===== config.mk =====
export PLATFORM = sky130hd
export DESIGN_NAME = knnwad_dist
export DESIGN_NICKNAME = d
export VERILOG_FILES = /design/src/sv/knnwad_pkg.sv /design/src/sv/knnwad_dist.sv
export SDC_FILE = /design/constraint.sdc
export NUM_CORES = 1
export LEC_CHECK = 0
export ABC_AREA = 1
export BUFFER_PORTS_ARGS = -buffer_cell sky130_fd_sc_hd__buf_2
export CORE_ASPECT_RATIO = 0.9
export CORE_MARGIN = 4
export CORE_UTILIZATION = 50
export DETAILED_ROUTE_END_ITERATION = 10
export PLACE_DENSITY = 0.67
export SETUP_SLACK_MARGIN = 0.4
export SLEW_MARGIN = 20
export SYNTH_ARGS = -nofsm -noshare
export SYNTH_HDL_FRONTEND = slang
export SYNTH_SLANG_ARGS = --single-unit

===== constraint.sdc =====
create_clock -name vclk -period 16.5
set_input_delay 4.125 -clock vclk [all_inputs]
set_output_delay 4.125 -clock vclk [all_outputs]
set_load 0.03 [all_outputs]

===== src/sv/knnwad_pkg.sv =====
// Shared types and constants for the k-NN window anomaly detector.
// Depends on nothing; every other file of the block imports it.
package knnwad_pkg;

  // Field widths fixed by the block's register and stream formats.
  localparam int SAMPLE_W  = 8;
  localparam int REF_BYTES = 5;
  localparam int REF_W     = SAMPLE_W * REF_BYTES;
  localparam int SCORE_W   = 19;
  localparam int THR_W     = 19;

  // Number of reference vector registers in the register map.
  localparam int REF_COUNT_MAX = 5;

  // Configuration register map.
  localparam int CFG_IDX_W  = 3;
  localparam int CFG_DATA_W = REF_W;

  typedef logic [CFG_IDX_W-1:0] cfg_idx_t;

  localparam cfg_idx_t CFG_REF_VECTOR_0 = 3'd0;
  localparam cfg_idx_t CFG_THRESHOLD_SQ = 3'd5;

  typedef logic signed [SAMPLE_W-1:0] sample_t;
  typedef logic [REF_W-1:0]           ref_vec_t;
  typedef logic [SCORE_W-1:0]         score_t;
  typedef logic [THR_W-1:0]           thr_t;
  typedef logic [CFG_DATA_W-1:0]      cfg_data_t;

  // Register values after reset.
  localparam ref_vec_t REF_RESET [REF_COUNT_MAX] = '{
    40'd707120112548, 40'd707120112804, 40'd707136889764,
    40'd707136824483, 40'd707120112548
  };
  localparam thr_t THR_RESET = 19'd1;

endpackage


===== src/sv/knnwad_dist.sv =====
// Squared Euclidean distance from the sample window to one reference vector.
// Depends on knnwad_pkg; purely combinational, instanced once per reference.
module knnwad_dist
  import knnwad_pkg::*;
#(
  parameter int WINDOW_LEN = 5
) (
  input  sample_t  window [WINDOW_LEN],
  input  ref_vec_t ref_vec,
  output score_t   dist_sq
);

  logic [2*SAMPLE_W:0] sq [WINDOW_LEN];

  // One independent squarer per window slot. Slots beyond the reference
  // bytes are compared against zero.
  for (genvar i = 0; i < WINDOW_LEN; i++) begin : g_feat
    logic signed [SAMPLE_W:0]     ref_ext;
    logic signed [SAMPLE_W:0]     diff;
    logic signed [2*SAMPLE_W+1:0] prod;
    if (i < REF_BYTES) begin : g_ref
      assign ref_ext = {ref_vec[SAMPLE_W*i+SAMPLE_W-1], ref_vec[SAMPLE_W*i +: SAMPLE_W]};
    end else begin : g_zero
      assign ref_ext = '0;
    end
    assign diff  = {window[i][SAMPLE_W-1], window[i]} - ref_ext;
    assign prod  = diff * diff;
    assign sq[i] = prod[2*SAMPLE_W:0];
  end

  // Sum of WINDOW_LEN squares; the total fits the score width for WINDOW_LEN up to eight.
  always_comb begin
    dist_sq = '0;
    for (int i = 0; i < WINDOW_LEN; i++) begin
      dist_sq = dist_sq + SCORE_W'(sq[i]);
    end
  end

endmodule


; ---- After elaboration in Yosys (flattened, before gate mapping)
; Cells that the tools add are included.
[word_totals]
ff_bits = 0
output_inout_bits = 19
wordCells = 14
[classes]
add_sub_neg = 9
multipliers = 5
[ops]
columns = operator, count
row1 = $mul A9 B9 Y17, 5
row2 = $sub A8 B8 Y9, 5
row3 = $add A19 B17 Y19, 2
row4 = $add A18 B17 Y19, 1
row5 = $add A17 B17 Y18, 1

; ---- Logic depth before layout (Yosys ltp)
[logic_depth]
word_depth = 6
mapped_depth = 46
ltp_nobuf = 46

; ---- Worst setup path after synthesis
; OpenSTA, ideal clock, no wires.
[synth_timing]
path_kind = input-to-output
from = input window[32] in the netlist's numbering
to = output dist_sq[18]
arrival_ns = 11.898
path_slack_ns = 0.477
cell_stages = 40
path_buffers = 0
path_cell_list = inv_1 ha_1 inv_1 fa_1 nand3_1 nand3_1 nand4_1 nand2_1 nand2_1 nand2_2 inv_1 nand2_1 fa_1 fa_1 inv_1 fa_1 fa_1 inv_1 (+4 left out) o21ai_0 nand3_1 nand2_1 xor2_1 fa_1 inv_1 fa_1 fa_1 inv_1 ha_1 nand2_1 nor2_1 nand2_1 nor2_1 nand2_1 nand3_1 nand2_1 nand2_1
[synth_between]
elab_chain_len = 6
[synth_rtl]
columns = element, line
row1 = "start, declared", knnwad_dist.sv:8  ; input sample_t window [WINDOW_LEN],
row2 = $sub A8 B8 Y9, knnwad_dist.sv:26  ; assign diff = {window[i][SAMPLE_W-1], window[i]} - ref_ext;
row3 = $mul A9 B9 Y17, knnwad_dist.sv:27  ; assign prod = diff * diff;
row4 = $add A17 B17 Y18, knnwad_dist.sv:35  ; dist_sq = dist_sq + SCORE_W'(sq[i]);
row5 = $add A18 B17 Y19, knnwad_dist.sv:35
row6 = $add A19 B17 Y19 (2 in series), knnwad_dist.sv:35
row7 = "end, declared", knnwad_dist.sv:10  ; output score_t dist_sq
; Every way passes these cells.

; ---- Worst setup path after layout
[layout_timing]
from = input window[32] in the netlist's numbering
to = output dist_sq[16]
; Same word-level chain as after synthesis.

==> key figures <==
Detailed routing
  – Total wire length: 38600 microns
  – Routed length per placed instance: 13.0 microns
  – DR vias: 14479
  – Via/cell ratio: 4.87
  – Drt pass-1 iters: 6
  – Residual DRC: 0
  – Drt initial violations: 761
  – Antenna viol nets, final: 0

GRT
  – Initial antenna violation count: 0
  – Total GRT Usage: 20.5%
  – Total gr overflow: 0
  – Number of global-route vias before repair: 14470
  – First-pass GRT wire length: 65700 microns
  – Largest net degree at the start of global routing: 13

Timing
  – Final hold violation count: 0
  – Final worst setup slack: 0.441 ns
  – Unrepaired setup endpoints after global routing: true
  – Slew @ Worst Pin: 0.512 ns
  – Pins Over Slew Limit: 0
  – F_max: 62.3 MHz
  – Fin crit period: 16.06 ns
  – Final setup violating endpoints: 0
  – Tcrit/Tclk final: 97.3%
  – Relative slew slack: 65.8%

Placed design
  – Inst Count DP: 2935
  – RePlAce Congestion: 0.901
  – PortBufs: 99
  – Post-DP HPWL: 33700 microns
  – Place WS: -0.0529 ns

Worst setup path
  – Worst Setup SP: window[32]
  – Critical path class: in2out
  – CP max-delay cell: fa_1
  – CP arrival: 11.93 ns
  – WP data required: 12.38 ns
  – CP Launch Type: input port
  – Critical path capture point type: primary output
  – Critical path's largest stage delay: 0.56 ns
  – Crit-path max FO: 4

Run status
  – Status: complete, no violations

Layout
  – Share of cells above drive strength 1: 15.9%
  – Fin cells: 2974
  – # diodes: 0
  – Layout area overhead: 15.9%
  – Clock buffers: 0
  – Final core utilization: 58.7%
  – Net count reported at finish: 3156
  – FF+latch count: 0
  – Reg area: 0 sq um

Synthesis
  – Post-synthesis sequential area ratio: 0%
  – Post-synthesis cell type count: 27
  – Post-Synthesis Cells: 2348
  – Syn avg cell area: 7.30 sq um
  – Synthesized area: 17100 sq um
  – Net Count, Synth: 2990
  – Synth warnings: 0

Floorplanning
  – Die width: 203 microns
  – I/O pin total: 99
  – Initial core utilization: 50.6%
  – Row Count: 64
  – Die Y: 184 microns
  – DIE AREA: 37300 sq um
  – Core area: 33900 sq um

Min path
  – Hold Crit Start: ref_vec[32]
  – Hold/Removal Path Class: in2out

Clock tree
  – Hold buffer count at CTS: 0

Job
  – Max cap viols: 0
-- cells by family after synthesis --
| logic type | after synthesis | share of synthesized area [%] |
|---|---|---|
| AO/OA/AOI/OAI | 128 | 4.30 |
| XOR/XNOR | 72 | 3.81 |
| buffers and inverters | 694 | 15.2 |
| AND/OR/NAND/NOR | 892 | 21.4 |
| adder cells (fa/ha/maj) | 562 | 55.3 |
-- cell type report --
| type | instances | area, sq um |
|---|---|---|
| multi-input combinational | 1654 | 15600 |
| fill | 3129 | 14000 |
| inverter | 686 | 2590 |
| timing repair buffer | 172 | 1120 |
| tap | 462 | 578 |
-- placed cells by master, fill, tap and decap left out, types with 17 or more instances in the layout --
cell type / n
inv_1: 648
nand2_2: 37
nand3_1: 98
fa_1: 315
inv_2: 31
nand4_1: 38
xor2_1: 40
nor2_1: 199
a21oi_2: 17
buf_4: 68
nand2_1: 446
buf_2: 92
a21oi_1: 54
xnor2_1: 19
ha_1: 199
nor2_2: 23
ha_4: 32
-- critical path, delay by kind of cell --
family | cells | cell delay (ns)
buffers and inverters | 11 | 0.72
AND/OR/NAND/NOR | 15 | 1.20
AO/OA/AOI/OAI | 4 | 0.69
adder cells (fa/ha/maj) | 12 | 5.18
-- worst paths after layout --
path	endpoint	depth (start not counted)
max	dist_sq[16]	42
min	dist_sq[0]	5
-- what timing repair did --
action / CTS / global route
pin swaps: 16 / 98
buffers inserted: 8 / 30
cloned: 0 / 1
endpoints found under the setup margin: 8 / 10
resized for setup: 72 / 201
-- metrics by stage --
step	hold slack, ns	TNS (ns)	area, sq um
after CTS	9.13	0	18800
after floorplan	8.99	0	17100
after global placement	9.13	0	18400
final	9.11	0	19900
after detailed placement	9.14	-0.129	18400
after global routing	9.18	0	19900
-- Yosys cell counts --
cell | count | area share [%]
xor2_2 | 3 | 0.28
nand2_2 | 9 | 0.33
o21bai_1 | 12 | 0.53
a21o_1 | 8 | 0.35
nor3_1 | 7 | 0.20
a21oi_1 | 73 | 2.1
nand3b_1 | 8 | 0.35
nand3_1 | 108 | 3.2
fa_1 | 326 | 38
a31oi_1 | 3 | 0.11
or2_2 | 5 | 0.18
nor2_1 | 231 | 5.1
nand4_1 | 38 | 1.4
clkbuf_1 | 6 | 0.13
inv_1 | 672 | 15
a21oi_4 | 2 | 0.19
ha_1 | 236 | 17
xor2_1 | 48 | 2.5
o21a_1 | 7 | 0.31
inv_2 | 12 | 0.26
nand2_1 | 485 | 11
clkinv_1 | 2 | 0.044
o211ai_1 | 1 | 0.044
nand2_4 | 1 | 0.066
o21ai_0 | 22 | 0.64
xnor2_1 | 21 | 1.1
buf_4 | 2 | 0.088
-- metal layers --
layer  wire, microns  vias up  GRT usage (%)
met1           18900     6968           31.2
li1                -     7265              -
met4              91        0          0.944
met3            1170        4          0.406
met2           18400      242           34.8
met5               0        -              0
Power is left out: the tool's default activity adds up to more than one toggle a clock period on the data nets, which glitch-free logic cannot reach.
